--- src/rtl/core/gpc_pkg.sv ---
package gpc_pkg;

    // Default parameter values
    localparam int COORD_FRAC_BITS_DEF  = 16;
    localparam int CURSOR_FRAC_BITS_DEF = 8;
    localparam int SCREEN_BITS_DEF      = 13;

    // Configuration port
    localparam int CFG_ADDR_W = 3;
    localparam int CFG_DATA_W = 17;
    localparam int SCR_CFG_W  = 14;
    localparam int DIST_CFG_W = 17;
    localparam int HOLD_CFG_W = 10;
    localparam int WHEEL_W    = 10;
    localparam int WHEEL_MAX  = 480;
    localparam int TIME_W     = 32;

    typedef enum logic [CFG_ADDR_W-1:0] {
        REG_SCREEN_WIDTH  = 3'd0,
        REG_SCREEN_HEIGHT = 3'd1,
        REG_PINCH_ENTER   = 3'd2,
        REG_PINCH_EXIT    = 3'd3,
        REG_PRESS_HOLD    = 3'd4,
        REG_RELEASE_HOLD  = 3'd5,
        REG_SCROLL_DEAD   = 3'd6,
        REG_UNUSED        = 3'd7
    } cfg_reg_t;

    typedef enum logic [1:0] {
        MODE_IDLE   = 2'd0,
        MODE_CURSOR = 2'd1,
        MODE_SCROLL = 2'd2,
        MODE_SPARE  = 2'd3
    } mode_t;

    typedef enum logic [1:0] {
        EV_BUTTON_DOWN = 2'd0,
        EV_BUTTON_UP   = 2'd1,
        EV_MOVE        = 2'd2,
        EV_WHEEL       = 2'd3
    } event_kind_t;

    typedef enum logic [4:0] {
        ST_IDLE,
        ST_FRONT,
        ST_PINCH_DX,
        ST_PINCH_DY,
        ST_PINCH_EN,
        ST_PINCH_EX,
        ST_PINCH_DEC,
        ST_FREEZE,
        ST_MOT_DX,
        ST_MOT_DY,
        ST_MOT_SUM,
        ST_SQRT,
        ST_ACC_X,
        ST_ACC_Y,
        ST_TGT_X,
        ST_TGT_Y,
        ST_BLEND_X,
        ST_BLEND_Y,
        ST_MOVE,
        ST_SCROLL,
        ST_WHEEL_MUL,
        ST_WHEEL,
        ST_OUT
    } state_t;

endpackage

--- src/rtl/core/gesture_pointer_controller_unit.sv ---
// Channel | Direction | Payload
// s_      | in        | tuser: gesture_mode; tdata: index/thumb points, flags, now_ms
// m_      | out       | tuser: event_kind; tdata: pointer_x/y, wheel; tlast: last_event
// cfg_    | in        | cfg_addr register index, cfg_data write data (always ready)
//
// The time from one frame's accept to the next accept is set by the shared
// multiplier (one product per cycle, registered), the one-bit-per-cycle square root
// and the taking of each result word.
// The next frame is taken once every result word of the current frame is taken.
// Reset: synchronous, active low; clears the tracking state and restores defaults.
// A stall on m_ holds the result word; s_tready stays low meanwhile.
module gesture_pointer_controller_unit #(
    parameter int COORD_FRAC_BITS  = gpc_pkg::COORD_FRAC_BITS_DEF,
    parameter int CURSOR_FRAC_BITS = gpc_pkg::CURSOR_FRAC_BITS_DEF,
    parameter int SCREEN_BITS      = gpc_pkg::SCREEN_BITS_DEF,
    localparam int IN_BITS = 4 * (COORD_FRAC_BITS + 1) + 2 + gpc_pkg::TIME_W,
    localparam int IN_W    = ((IN_BITS + 7) / 8) * 8,
    localparam int OUT_BITS = 2 * SCREEN_BITS + gpc_pkg::WHEEL_W,
    localparam int OUT_W    = ((OUT_BITS + 7) / 8) * 8
) (
    input  logic                            aclk,
    input  logic                            aresetn,
    // tdata: index_x, index_y, thumb_x, thumb_y, index_ok, thumb_ok, now_ms
    input  logic [IN_W-1:0]                 s_tdata,
    // tuser: gesture_mode
    input  logic [1:0]                      s_tuser,
    input  logic                            s_tvalid,
    output logic                            s_tready,
    // tdata: pointer_x, pointer_y, wheel_amount
    output logic [OUT_W-1:0]                m_tdata,
    // tuser: event_kind
    output logic [1:0]                      m_tuser,
    output logic                            m_tlast,
    output logic                            m_tvalid,
    input  logic                            m_tready,
    input  logic                            cfg_valid,
    output logic                            cfg_ready,
    input  logic [gpc_pkg::CFG_ADDR_W-1:0]  cfg_addr,
    input  logic [gpc_pkg::CFG_DATA_W-1:0]  cfg_data
);
    import gpc_pkg::*;

    localparam int F      = COORD_FRAC_BITS;
    localparam int C      = CURSOR_FRAC_BITS;
    localparam int S      = SCREEN_BITS;
    localparam int CW     = F + 1;
    localparam int DW     = CW + 1;
    localparam int RW     = F + 1;
    localparam int D2W    = 2 * RW;
    localparam int MW0    = (F + 8 > S + C + 2) ? F + 8 : S + C + 2;
    localparam int MW     = (MW0 > DIST_CFG_W + 1) ? MW0 : DIST_CFG_W + 1;
    localparam int PRW    = 2 * MW;
    localparam int PW     = PRW + C + 1;
    localparam int CUR_W  = S + C;
    localparam int SCR_W  = S + 1;
    localparam int CNT_W  = $clog2(RW);
    localparam int ONE    = 1 << F;
    localparam int SCR_MAX = 1 << S;
    localparam int AMIN   = (15 * ONE + 50) / 100;
    localparam longint MOVE_MIN = ((64'd1 << (2 * F)) + 64'd3999999) / 64'd4000000;

    // half-away-from-zero rounding right shift
    function automatic logic signed [PW-1:0] rnd(input logic signed [PW-1:0] v,
                                                 input int s);
        logic [PW-1:0] mag;
        logic [PW-1:0] half;
        mag  = v[PW-1] ? PW'(-v) : PW'(v);
        half = (PW'(1) << s) >> 1;
        mag  = (mag + half) >> s;
        return v[PW-1] ? -$signed(mag) : $signed(mag);
    endfunction

    state_t state_reg, state_next;

    // frame word
    logic [1:0]        mode_in_reg, mode_in_next;
    logic [CW-1:0]     ix_reg, iy_reg, tx_reg, ty_reg;
    logic [CW-1:0]     ix_next, iy_next, tx_next, ty_next;
    logic              iok_reg, tok_reg, iok_next, tok_next;
    logic [TIME_W-1:0] now_reg, now_next;

    // tracking state
    logic [1:0]        active_reg, active_next;
    logic              held_reg, held_next;
    logic [TIME_W-1:0] freeze_reg, freeze_next;
    logic              first_reg, first_next;
    logic              primed_reg, primed_next;
    logic [CW-1:0]     lscroll_reg, lscroll_next;
    logic [CW-1:0]     lrx_reg, lry_reg, lrx_next, lry_next;
    logic [CUR_W-1:0]  curx_reg, cury_reg, curx_next, cury_next;

    // configuration
    logic [SCR_CFG_W-1:0]  cw_reg, ch_reg;
    logic [DIST_CFG_W-1:0] cen_reg, cex_reg, cdz_reg;
    logic [HOLD_CFG_W-1:0] cph_reg, crh_reg;

    // shared arithmetic
    logic signed [MW-1:0]  mul_a, mul_b;
    logic signed [PRW-1:0] prod_reg, prod_next, sum_reg, sum_next;
    logic signed [DW-1:0]  dx_reg, dy_reg, dx_next, dy_next;
    logic [RW-1:0]         m_reg, m_next;
    logic [RW+1:0]         rem_reg, rem_next;
    logic [D2W-1:0]        rad_reg, rad_next;
    logic [CNT_W-1:0]      cnt_reg, cnt_next;
    logic signed [MW-1:0]  t1x_reg, t1y_reg, t1x_next, t1y_next;
    logic [CUR_W-1:0]      tgx_reg, tgy_reg, tgx_next, tgy_next;
    logic                  lt_reg, lt_next;

    // result buffer
    logic [1:0]         ev_kind_reg [2];
    logic [S-1:0]       ev_px_reg   [2];
    logic [S-1:0]       ev_py_reg   [2];
    logic [WHEEL_W-1:0] ev_wh_reg   [2];
    logic [1:0]         ev_cnt_reg, ev_cnt_next;
    logic               out_idx_reg, out_idx_next;

    logic               push;
    event_kind_t        push_kind;
    logic [S-1:0]       push_px, push_py;
    logic [WHEEL_W-1:0] push_wh;

    // derived values
    logic [1:0]         mode_eff;
    logic               mode_chg, iv, tv, frozen, s_acc, m_acc, out_last;
    logic [SCR_W-1:0]   w_eff, h_eff;
    logic [SCR_W+1:0]   w3, h3;
    logic [CUR_W-1:0]   hi_x, hi_y;
    logic [RW+3:0]      m15;
    logic [F:0]         alpha;
    logic [RW+5:0]      acc;
    logic [TIME_W:0]    fz_press, fz_release;
    logic signed [PRW-1:0] m2;
    logic [RW+3:0]      sq_shift;
    logic [RW+4:0]      sq_diff;
    logic signed [PW-1:0]  r_t, v_t, r_b;
    logic signed [DW-1:0]  d_sc;
    logic signed [DW:0]    d_abs;
    logic [CUR_W:0]        px_w, py_w;

    assign s_acc     = s_tvalid && s_tready;
    assign m_acc     = m_tvalid && m_tready;
    assign cfg_ready = 1'b1;
    assign out_last  = (2'(out_idx_reg) == ev_cnt_reg - 2'd1);

    // frame-level decode
    always_comb begin
        mode_eff = (mode_in_reg == MODE_SPARE) ? MODE_IDLE : mode_in_reg;
        mode_chg = (mode_eff != active_reg);
        iv = iok_reg && (ix_reg <= CW'(ONE)) && (iy_reg <= CW'(ONE));
        tv = tok_reg && (tx_reg <= CW'(ONE)) && (ty_reg <= CW'(ONE));
        frozen = (now_reg < freeze_reg);
        if (cw_reg == '0) w_eff = SCR_W'(1);
        else if (32'(cw_reg) > SCR_MAX) w_eff = SCR_W'(SCR_MAX);
        else w_eff = SCR_W'(cw_reg);
        if (ch_reg == '0) h_eff = SCR_W'(1);
        else if (32'(ch_reg) > SCR_MAX) h_eff = SCR_W'(SCR_MAX);
        else h_eff = SCR_W'(ch_reg);
        w3 = {w_eff, 1'b0} + (SCR_W+2)'(w_eff);
        h3 = {h_eff, 1'b0} + (SCR_W+2)'(h_eff);
        hi_x = CUR_W'(w_eff - SCR_W'(1)) << C;
        hi_y = CUR_W'(h_eff - SCR_W'(1)) << C;
        m15 = ((RW+4)'(m_reg) << 4) - (RW+4)'(m_reg);
        if (m15 < (RW+4)'(AMIN)) alpha = (F+1)'(AMIN);
        else if (m15 > (RW+4)'(ONE)) alpha = (F+1)'(ONE);
        else alpha = (F+1)'(m15);
        acc = (RW+6)'(ONE) + ((RW+6)'(m_reg) << 5) + ((RW+6)'(m_reg) << 3);
        fz_press   = (TIME_W+1)'(now_reg) + (TIME_W+1)'(cph_reg);
        fz_release = (TIME_W+1)'(now_reg) + (TIME_W+1)'(crh_reg);
        m2 = sum_reg + prod_reg;
        sq_shift = {rem_reg, rad_reg[D2W-1:D2W-2]};
        sq_diff = {1'b0, sq_shift} - (RW+5)'({m_reg, 2'b01});
        r_t = rnd(PW'(prod_reg) <<< C, F + 1);
        r_b = rnd(PW'(prod_reg), F);
        // vertical scroll delta against the last recorded position
        d_sc = $signed({1'b0, lscroll_reg}) - $signed({1'b0, iy_reg});
        d_abs = d_sc[DW-1] ? -(DW+1)'(d_sc) : (DW+1)'(d_sc);
    end

    // next state
    always_comb begin
        state_next = state_reg;
        unique case (state_reg)
            ST_IDLE:      if (s_acc) state_next = ST_FRONT;
            ST_FRONT: begin
                if (!iv || mode_eff == MODE_IDLE) state_next = ST_OUT;
                else if (mode_eff == MODE_CURSOR) state_next = tv ? ST_PINCH_DX : ST_FREEZE;
                else state_next = ST_SCROLL;
            end
            ST_PINCH_DX:  state_next = ST_PINCH_DY;
            ST_PINCH_DY:  state_next = ST_PINCH_EN;
            ST_PINCH_EN:  state_next = ST_PINCH_EX;
            ST_PINCH_EX:  state_next = ST_PINCH_DEC;
            ST_PINCH_DEC: state_next = ST_FREEZE;
            ST_FREEZE:    state_next = (frozen || first_reg) ? ST_OUT : ST_MOT_DX;
            ST_MOT_DX:    state_next = ST_MOT_DY;
            ST_MOT_DY:    state_next = ST_MOT_SUM;
            ST_MOT_SUM:   state_next = (m2 < PRW'(MOVE_MIN)) ? ST_OUT : ST_SQRT;
            ST_SQRT:      if (cnt_reg == CNT_W'(RW - 1)) state_next = ST_ACC_X;
            ST_ACC_X:     state_next = ST_ACC_Y;
            ST_ACC_Y:     state_next = ST_TGT_X;
            ST_TGT_X:     state_next = ST_TGT_Y;
            ST_TGT_Y:     state_next = ST_BLEND_X;
            ST_BLEND_X:   state_next = ST_BLEND_Y;
            ST_BLEND_Y:   state_next = ST_MOVE;
            ST_MOVE:      state_next = ST_OUT;
            ST_SCROLL: begin
                if (!primed_reg) state_next = ST_OUT;
                else if (18'(d_abs) < 18'(cdz_reg)) state_next = ST_OUT;
                else state_next = ST_WHEEL_MUL;
            end
            ST_WHEEL_MUL: state_next = ST_WHEEL;
            ST_WHEEL:     state_next = ST_OUT;
            ST_OUT: begin
                if (ev_cnt_reg == 2'd0) state_next = ST_IDLE;
                else if (m_acc && out_last) state_next = ST_IDLE;
            end
            default:      state_next = ST_IDLE;
        endcase
    end

    // datapath and outputs
    always_comb begin
        mode_in_next = mode_in_reg;
        ix_next = ix_reg; iy_next = iy_reg; tx_next = tx_reg; ty_next = ty_reg;
        iok_next = iok_reg; tok_next = tok_reg; now_next = now_reg;
        active_next = active_reg; held_next = held_reg; freeze_next = freeze_reg;
        first_next = first_reg; primed_next = primed_reg; lscroll_next = lscroll_reg;
        lrx_next = lrx_reg; lry_next = lry_reg; curx_next = curx_reg; cury_next = cury_reg;
        sum_next = sum_reg; dx_next = dx_reg; dy_next = dy_reg; m_next = m_reg;
        rem_next = rem_reg; rad_next = rad_reg; cnt_next = cnt_reg;
        t1x_next = t1x_reg; t1y_next = t1y_reg; tgx_next = tgx_reg; tgy_next = tgy_reg;
        lt_next = lt_reg; out_idx_next = out_idx_reg;
        mul_a = '0; mul_b = '0;
        push = 1'b0; push_kind = EV_MOVE; push_px = '0; push_py = '0; push_wh = '0;
        v_t = '0;
        s_tready = (state_reg == ST_IDLE);
        m_tvalid = (state_reg == ST_OUT) && (ev_cnt_reg != 2'd0);

        unique case (state_reg)
            ST_IDLE: begin
                if (s_acc) begin
                    mode_in_next = s_tuser;
                    ix_next  = s_tdata[CW-1:0];
                    iy_next  = s_tdata[2*CW-1:CW];
                    tx_next  = s_tdata[3*CW-1:2*CW];
                    ty_next  = s_tdata[4*CW-1:3*CW];
                    iok_next = s_tdata[4*CW];
                    tok_next = s_tdata[4*CW+1];
                    now_next = s_tdata[4*CW+2+TIME_W-1:4*CW+2];
                end
            end
            ST_FRONT: begin
                // mode change or idle/invalid index releases the button
                if (held_reg && (mode_chg || !iv || mode_eff == MODE_IDLE)) begin
                    push = 1'b1; push_kind = EV_BUTTON_UP; held_next = 1'b0;
                end
                if (mode_chg) begin
                    active_next = mode_eff; first_next = 1'b1; primed_next = 1'b0;
                end
                dx_next = $signed({1'b0, tx_reg}) - $signed({1'b0, ix_reg});
                dy_next = $signed({1'b0, ty_reg}) - $signed({1'b0, iy_reg});
            end
            ST_PINCH_DX: begin mul_a = MW'(dx_reg); mul_b = MW'(dx_reg); end
            ST_PINCH_DY: begin sum_next = prod_reg; mul_a = MW'(dy_reg); mul_b = MW'(dy_reg); end
            ST_PINCH_EN: begin
                sum_next = sum_reg + prod_reg;
                mul_a = MW'($signed({1'b0, cen_reg})); mul_b = MW'($signed({1'b0, cen_reg}));
            end
            ST_PINCH_EX: begin
                lt_next = (sum_reg < prod_reg);
                mul_a = MW'($signed({1'b0, cex_reg})); mul_b = MW'($signed({1'b0, cex_reg}));
            end
            ST_PINCH_DEC: begin
                // hysteresis: press below enter, release above exit
                if (lt_reg && !held_reg) begin
                    push = 1'b1; push_kind = EV_BUTTON_DOWN; held_next = 1'b1;
                    freeze_next = fz_press[TIME_W] ? '1 : fz_press[TIME_W-1:0];
                end else if ((sum_reg > prod_reg) && held_reg) begin
                    push = 1'b1; push_kind = EV_BUTTON_UP; held_next = 1'b0;
                    freeze_next = fz_release[TIME_W] ? '1 : fz_release[TIME_W-1:0];
                end
            end
            ST_FREEZE: begin
                if (!frozen && first_reg) begin
                    curx_next = CUR_W'(w_eff >> 1) << C;
                    cury_next = CUR_W'(h_eff >> 1) << C;
                    first_next = 1'b0;
                end
                dx_next = $signed({1'b0, ix_reg}) - $signed({1'b0, lrx_reg});
                dy_next = $signed({1'b0, iy_reg}) - $signed({1'b0, lry_reg});
                lrx_next = ix_reg; lry_next = iy_reg;
            end
            ST_MOT_DX: begin mul_a = MW'(dx_reg); mul_b = MW'(dx_reg); end
            ST_MOT_DY: begin sum_next = prod_reg; mul_a = MW'(dy_reg); mul_b = MW'(dy_reg); end
            ST_MOT_SUM: begin
                rad_next = D2W'(m2); rem_next = '0; m_next = '0; cnt_next = '0;
            end
            ST_SQRT: begin
                // restoring square root, one result bit per cycle
                if (!sq_diff[RW+4]) begin
                    rem_next = sq_diff[RW+1:0]; m_next = {m_reg[RW-2:0], 1'b1};
                end else begin
                    rem_next = sq_shift[RW+1:0]; m_next = {m_reg[RW-2:0], 1'b0};
                end
                rad_next = rad_reg << 2;
                cnt_next = cnt_reg + CNT_W'(1);
            end
            ST_ACC_X: begin mul_a = MW'(dx_reg); mul_b = MW'($signed({1'b0, acc})); end
            ST_ACC_Y: begin
                t1x_next = MW'(r_b);
                mul_a = MW'(dy_reg); mul_b = MW'($signed({1'b0, acc}));
            end
            ST_TGT_X: begin
                t1y_next = MW'(r_b);
                mul_a = t1x_reg; mul_b = MW'($signed({1'b0, w3}));
            end
            ST_TGT_Y: begin
                v_t = PW'($signed({1'b0, curx_reg})) + r_t;
                if (v_t < 0) tgx_next = '0;
                else if (v_t > PW'($signed({1'b0, hi_x}))) tgx_next = hi_x;
                else tgx_next = CUR_W'(v_t);
                mul_a = t1y_reg; mul_b = MW'($signed({1'b0, h3}));
            end
            ST_BLEND_X: begin
                v_t = PW'($signed({1'b0, cury_reg})) + r_t;
                if (v_t < 0) tgy_next = '0;
                else if (v_t > PW'($signed({1'b0, hi_y}))) tgy_next = hi_y;
                else tgy_next = CUR_W'(v_t);
                mul_a = MW'($signed({1'b0, alpha}));
                mul_b = MW'($signed({1'b0, tgx_reg}) - $signed({1'b0, curx_reg}));
            end
            ST_BLEND_Y: begin
                curx_next = CUR_W'(PW'($signed({1'b0, curx_reg})) + r_b);
                mul_a = MW'($signed({1'b0, alpha}));
                mul_b = MW'($signed({1'b0, tgy_reg}) - $signed({1'b0, cury_reg}));
            end
            ST_MOVE: begin
                cury_next = CUR_W'(PW'($signed({1'b0, cury_reg})) + r_b);
                push = 1'b1; push_kind = EV_MOVE;
                push_px = px_w[CUR_W-1:C];
                push_py = py_w[CUR_W-1:C];
            end
            ST_SCROLL: begin
                if (!primed_reg) begin
                    primed_next = 1'b1;
                end
                dy_next = d_sc;
                lscroll_next = iy_reg;
            end
            ST_WHEEL_MUL: begin mul_a = MW'(dy_reg); mul_b = MW'(WHEEL_MAX); end
            ST_WHEEL: begin
                push = 1'b1; push_kind = EV_WHEEL;
                if (r_b > PW'(WHEEL_MAX)) push_wh = WHEEL_W'(WHEEL_MAX);
                else if (r_b < -PW'(WHEEL_MAX)) push_wh = WHEEL_W'(-WHEEL_MAX);
                else push_wh = WHEEL_W'(r_b);
            end
            ST_OUT: begin
                if (m_acc) out_idx_next = ~out_idx_reg;
                if (state_next == ST_IDLE) out_idx_next = 1'b0;
            end
            default: begin end
        endcase

        ev_cnt_next = ev_cnt_reg;
        if (s_acc) ev_cnt_next = 2'd0;
        else if (push) ev_cnt_next = ev_cnt_reg + 2'd1;
        else if (state_reg == ST_OUT && state_next == ST_IDLE) ev_cnt_next = 2'd0;

        prod_next = mul_a * mul_b;
    end

    // pixel rounding of the cursor (x already updated, y on its way in)
    assign px_w = (CUR_W+1)'(curx_reg) + (CUR_W+1)'(1 << (C - 1));
    assign py_w = (CUR_W+1)'(cury_next) + (CUR_W+1)'(1 << (C - 1));

    // result word
    assign m_tuser = ev_kind_reg[out_idx_reg];
    assign m_tlast = out_last;
    assign m_tdata = OUT_W'({ev_wh_reg[out_idx_reg], ev_py_reg[out_idx_reg],
                             ev_px_reg[out_idx_reg]});

    // control and tracking registers
    always_ff @(posedge aclk) begin
        if (!aresetn) begin
            state_reg   <= ST_IDLE;
            active_reg  <= MODE_IDLE;
            held_reg    <= 1'b0;
            freeze_reg  <= '0;
            first_reg   <= 1'b1;
            primed_reg  <= 1'b0;
            lscroll_reg <= '0;
            lrx_reg     <= '0;
            lry_reg     <= '0;
            curx_reg    <= '0;
            cury_reg    <= '0;
            ev_cnt_reg  <= 2'd0;
            out_idx_reg <= 1'b0;
        end else begin
            state_reg   <= state_next;
            active_reg  <= active_next;
            held_reg    <= held_next;
            freeze_reg  <= freeze_next;
            first_reg   <= first_next;
            primed_reg  <= primed_next;
            lscroll_reg <= lscroll_next;
            lrx_reg     <= lrx_next;
            lry_reg     <= lry_next;
            curx_reg    <= curx_next;
            cury_reg    <= cury_next;
            ev_cnt_reg  <= ev_cnt_next;
            out_idx_reg <= out_idx_next;
        end
    end

    // configuration registers
    always_ff @(posedge aclk) begin
        if (!aresetn) begin
            cw_reg  <= SCR_CFG_W'(1920);
            ch_reg  <= SCR_CFG_W'(1080);
            cen_reg <= DIST_CFG_W'(3277);
            cex_reg <= DIST_CFG_W'(5243);
            cph_reg <= HOLD_CFG_W'(200);
            crh_reg <= HOLD_CFG_W'(100);
            cdz_reg <= DIST_CFG_W'(786);
        end else if (cfg_valid && cfg_ready) begin
            unique case (cfg_reg_t'(cfg_addr))
                REG_SCREEN_WIDTH:  cw_reg  <= cfg_data[SCR_CFG_W-1:0];
                REG_SCREEN_HEIGHT: ch_reg  <= cfg_data[SCR_CFG_W-1:0];
                REG_PINCH_ENTER:   cen_reg <= cfg_data[DIST_CFG_W-1:0];
                REG_PINCH_EXIT:    cex_reg <= cfg_data[DIST_CFG_W-1:0];
                REG_PRESS_HOLD:    cph_reg <= cfg_data[HOLD_CFG_W-1:0];
                REG_RELEASE_HOLD:  crh_reg <= cfg_data[HOLD_CFG_W-1:0];
                REG_SCROLL_DEAD:   cdz_reg <= cfg_data[DIST_CFG_W-1:0];
                default: begin end
            endcase
        end
    end

    // payload registers
    always_ff @(posedge aclk) begin
        mode_in_reg <= mode_in_next;
        ix_reg <= ix_next; iy_reg <= iy_next; tx_reg <= tx_next; ty_reg <= ty_next;
        iok_reg <= iok_next; tok_reg <= tok_next; now_reg <= now_next;
        prod_reg <= prod_next; sum_reg <= sum_next;
        dx_reg <= dx_next; dy_reg <= dy_next;
        m_reg <= m_next; rem_reg <= rem_next; rad_reg <= rad_next; cnt_reg <= cnt_next;
        t1x_reg <= t1x_next; t1y_reg <= t1y_next;
        tgx_reg <= tgx_next; tgy_reg <= tgy_next; lt_reg <= lt_next;
        if (push) begin
            ev_kind_reg[ev_cnt_reg[0]] <= push_kind;
            ev_px_reg[ev_cnt_reg[0]]   <= push_px;
            ev_py_reg[ev_cnt_reg[0]]   <= push_py;
            ev_wh_reg[ev_cnt_reg[0]]   <= push_wh;
        end
    end

    // checks
    a_cnt_max: assert property (@(posedge aclk) disable iff (!aresetn)
        ev_cnt_reg != 2'd3) else $error("result buffer overflow");
    a_out_has_word: assert property (@(posedge aclk) disable iff (!aresetn)
        m_tvalid |-> (ev_cnt_reg != 2'd0)) else $error("result shown with empty buffer");
    a_no_overlap: assert property (@(posedge aclk) disable iff (!aresetn)
        s_tready |-> !m_tvalid) else $error("frame taken while results pending");
    a_push_only_busy: assert property (@(posedge aclk) disable iff (!aresetn)
        push |-> !s_tready) else $error("result pushed while idle");

endmodule

--- config.mk ---
export PLATFORM = sky130hd
export DESIGN_NAME = gesture_pointer_controller_unit
export DESIGN_NICKNAME = d
export VERILOG_FILES = /design/src/rtl/core/gpc_pkg.sv /design/src/rtl/core/gesture_pointer_controller_unit.sv
export SDC_FILE = /design/constraint.sdc
export NUM_CORES = 2
export LEC_CHECK = 0
export ABC_AREA = 0
export BUFFER_PORTS_ARGS = -buffer_cell sky130_fd_sc_hd__clkbuf_2
export CORE_MARGIN = 2
export CORE_UTILIZATION = 40
export CTS_CLUSTER_DIAMETER = 150
export CTS_CLUSTER_SIZE = 25
export DETAILED_ROUTE_END_ITERATION = 12
export HOLD_SLACK_MARGIN = 0.06
export PLACE_DENSITY_LB_ADDON = 0.2
export SYNTH_ARGS = -nofsm -noshare
export SYNTH_HDL_FRONTEND = slang
export SYNTH_SLANG_ARGS = --single-unit
--- constraint.sdc ---
create_clock -name aclk -period 14.45 [get_ports aclk]
set_input_delay 2.89 -clock aclk [delete_from_list [all_inputs] [get_ports aclk]]
set_output_delay 2.89 -clock aclk [all_outputs]
set_load 0.005 [all_outputs]
==> results.sh <==
export IMPL_maxCapViolations=0
export IMPL_regToRegSetupSlack_ps=820
export IMPL_synth_edff_count=430
export IMPL_outcome="finished clean"
export IMPL_finalWirelength_um=258000
export IMPL_antenna_found_initial=9
export IMPL_p_int_w=0.00861
export IMPL_initial_core_util_pct=40.2
export IMPL_clock_path_buffers=3
export IMPL_setup_violations=0
export IMPL_p_leak_nw=34.4
export IMPL_multi_input_area_um2=51800
export IMPL_cts_sinks=716
export IMPL_nNetsFinal=10200
export IMPL_max_freq_mhz=73.3
export IMPL_area_delta_synth_final_pct=6.78
export IMPL_ioPinCount=177
export IMPL_gp_congestion=0.986
export IMPL_grt_pass1_vias=61800
export IMPL_dpl_hpwl_um=206000
export IMPL_std_cell_rows=160
export IMPL_n_fill_cell=18800
export IMPL_slew_headroom_pct=14.6
export IMPL_portBuffers=169
export IMPL_seq_area_frac_synth_pct=24.5
export IMPL_cpMaxStageDelayCell="edfxtp_1"
export IMPL_seqPwrFrac_pct=16.7
export IMPL_start_kind="flip-flop"
export IMPL_path_class="reg2reg"
export IMPL_p_clk_share_pct=6.2
export IMPL_fin_setup_tns_ps=0
export IMPL_peakVddDrop_v=0.000189
export IMPL_avgSynthCellArea_um2=8.68
export IMPL_p_per_area_nw_per_um2=242
export IMPL_fin_skew_ps=51.4
export IMPL_root_buffer="clkbuf_16"
export IMPL_finalPower_w=0.0197
export IMPL_required_ps=15060
export IMPL_tightest_slew_ps=1270
export IMPL_die_width_um=440
export IMPL_synth_async_reset_ratio_pct=0
export IMPL_hp_class="reg2reg"
export IMPL_final_hold_viol_count=0
export IMPL_crit_fanout=10
export IMPL_drive_above_1_share_pct=6.16
export IMPL_clkTransAtPathRegs_ps=120
export IMPL_cts_tree="yes"
export IMPL_grt_pass1_wl_um=387000
export IMPL_synth_cell_area_um2=76200
export IMPL_switching_share_pct=56.2
export IMPL_slew_viol_final=0
export IMPL_cts_made_buffers=35
export IMPL_drcViolationCount=0
export IMPL_cp_slowest_stage_delay_ps=650
export IMPL_wire_per_inst_um=22.8
export IMPL_ant_nets=0
export IMPL_ys_ff_latch=716
export IMPL_die_area_um2=194000
export IMPL_synth_ff_type="edfxtp_1"
export IMPL_cpMostUsedCell="o21ai_0"
export IMPL_synth_warnings=0
export IMPL_arrival_ps=14240
export IMPL_ys_types=106
export IMPL_drt_iter0_drc=5752
export IMPL_grt_usage_pct=26.2
export IMPL_worst_path_buf_inv=9
export IMPL_min_period_ps=13630
export IMPL_die_h_um=440
export IMPL_cts_resized=0
export IMPL_grt_overflow=0
export IMPL_finalCritPeriodShare_pct=94.4
export IMPL_cts_setup_buffers=0
export IMPL_rsz0062_at_grt="false"
export IMPL_syn_inst=8775
export IMPL_switchingPower_w=0.0111
export IMPL_critical_path_top_delay_family="compound AO/OA/AOI/OAI gates"
export IMPL_cts_htree_levels=2
export IMPL_vias_per_cell=5.62
export IMPL_grt_max_degree=92
export IMPL_core_area_um2=190000
export IMPL_endpoint_kind="flip-flop"
export IMPL_combPwrFrac_pct=77.1
export IMPL_seq_area_um2=18600
export IMPL_vias=63700
export IMPL_cts_hold_buf=0
export IMPL_insertion_delay_ps=670
export IMPL_drtPass1Iterations=6
==> stage by stage <==
stage | hold WS [ps] | worst slack [ps] | cells | util (%) | cell area (um^2)
3_5_place_dp | 455 | 844 | 11300 | 42.3 | 80200
3_3_place_gp | 450 | 879 | 11300 | 42.3 | 80200
2_1_floorplan | 441 | 2490 | 8778 | - | 76200
5_1_grt | 490 | 178 | 11300 | 42.9 | 81300
4_1_cts | 472 | 783 | 11300 | 42.9 | 81300
6_report | 469 | 816 | 11300 | 42.9 | 81300
==> metal layers <==
metal	global-route usage, %	routed length, um	up-vias
met5	0	0	-
met4	10.7	12100	0
met3	2.89	16500	382
met2	42.2	117000	2141
met1	35.7	112000	31500
li1	-	-	29700
==> Yosys cell counts, types with 47 or more instances <==
master,number,area share [%]
nor4_1,80,0.66
and2_1,108,0.89
ha_1,662,11
o21a_1,47,0.46
nand2b_1,93,0.76
nor3_1,129,0.85
nor2_1,669,3.3
and3_1,65,0.53
o21ai_0,344,2.3
clkbuf_1,303,1.5
nand2_1,1023,5.0
a21oi_1,422,2.8
nand3_1,187,1.2
or3_1,59,0.48
fa_1,624,16
a21o_1,92,0.91
dfxtp_1,286,7.5
nand4_1,90,0.74
xnor2_1,398,4.6
o21bai_1,73,0.72
a31oi_1,63,0.52
edfxtp_1,430,17
nor2b_1,136,1.1
a21boi_0,208,2.1
inv_1,1236,6.1
o31ai_1,76,0.75
xor2_1,114,1.3
==> worst register-to-register path: cells and delay by family, from the launching register on <==
kind | cells | cell delay (ps)
compound gates | 23 | 5670
fa+ha+maj | 9 | 4080
simple gates | 7 | 1600
buf+inv | 9 | 1220
flops | 1 | 650
xor+xnor | 2 | 310
==> layout make-up <==
class	instances	share of cell area, %
diodes	6	0.0185
clock buffers	57	1.20
clock inverters	6	0.112
inverters	1239	5.72
multi-input cells	6480	63.7
flip-flops and latches	716	22.9
well taps	2511	3.86
repair buffers	317	2.41
==> path summary, 6_finish.rpt <==
kind                                              start                      end  depth (start not counted)
worst max-delay path             m_reg[0]$_SDFFCE_PN0P_     prod_reg[46]$_DFF_P_                         50
worst min-delay path            lry_reg[8]$_SDFFE_PN0P_  lry_reg[8]$_SDFFE_PN0P_                          2
worst min register to register  lry_reg[8]$_SDFFE_PN0P_  lry_reg[8]$_SDFFE_PN0P_                          2
worst max register to register   m_reg[0]$_SDFFCE_PN0P_     prod_reg[46]$_DFF_P_                         50
==> logic make-up after synthesis <==
family / count (synthesis) / share of synthesized area (%)
simple gates: 2804 / 17.3
compound gates: 1789 / 16.0
buf+inv: 1582 / 7.87
fa+ha+maj: 1286 / 27.3
flops: 716 / 24.5
xor+xnor: 513 / 5.91
mux: 83 / 1.17
other cells: 2 / 0.00986
==> layout by cell type, fill, tap and decap left out, types with 46 or more instances in the layout <==
cell type,netlist,layout
nor4_1,80,77
o21ai_0,344,338
clkbuf_2,0,168
mux2_2,46,46
nand2_1,1023,1021
fa_1,624,624
ha_1,662,662
dfxtp_1,286,284
edfxtp_1,430,430
buf_4,5,148
nor2b_1,136,136
nor3_1,129,123
nand4_1,90,90
a21oi_1,422,421
a21boi_0,208,206
a21o_1,92,92
xor2_1,114,113
and3_1,65,65
o31ai_1,76,75
nand2b_1,93,92
xnor2_1,398,393
nand3_1,187,186
o21a_1,47,47
or3_1,59,58
a31oi_1,63,62
o21bai_1,73,73
nor2_1,669,667
inv_1,1236,1234
and2_1,108,106
==> power groups by stage <==
| stage | Combinational, W | Sequential (W) | Clock [W] |
|---|---|---|---|
| 3_5_place_dp | 0.0150 | 0.00333 | 0 |
| 3_3_place_gp | 0.0148 | 0.00332 | 0 |
| 5_1_grt | 0.0166 | 0.00332 | 0.00132 |
| 6_report | 0.0152 | 0.00329 | 0.00123 |
| 2_1_floorplan | 0.0102 | 0.00303 | 0 |
| 4_1_cts | 0.0151 | 0.00328 | 0.00126 |
Power figures use the tool's default switching activity.
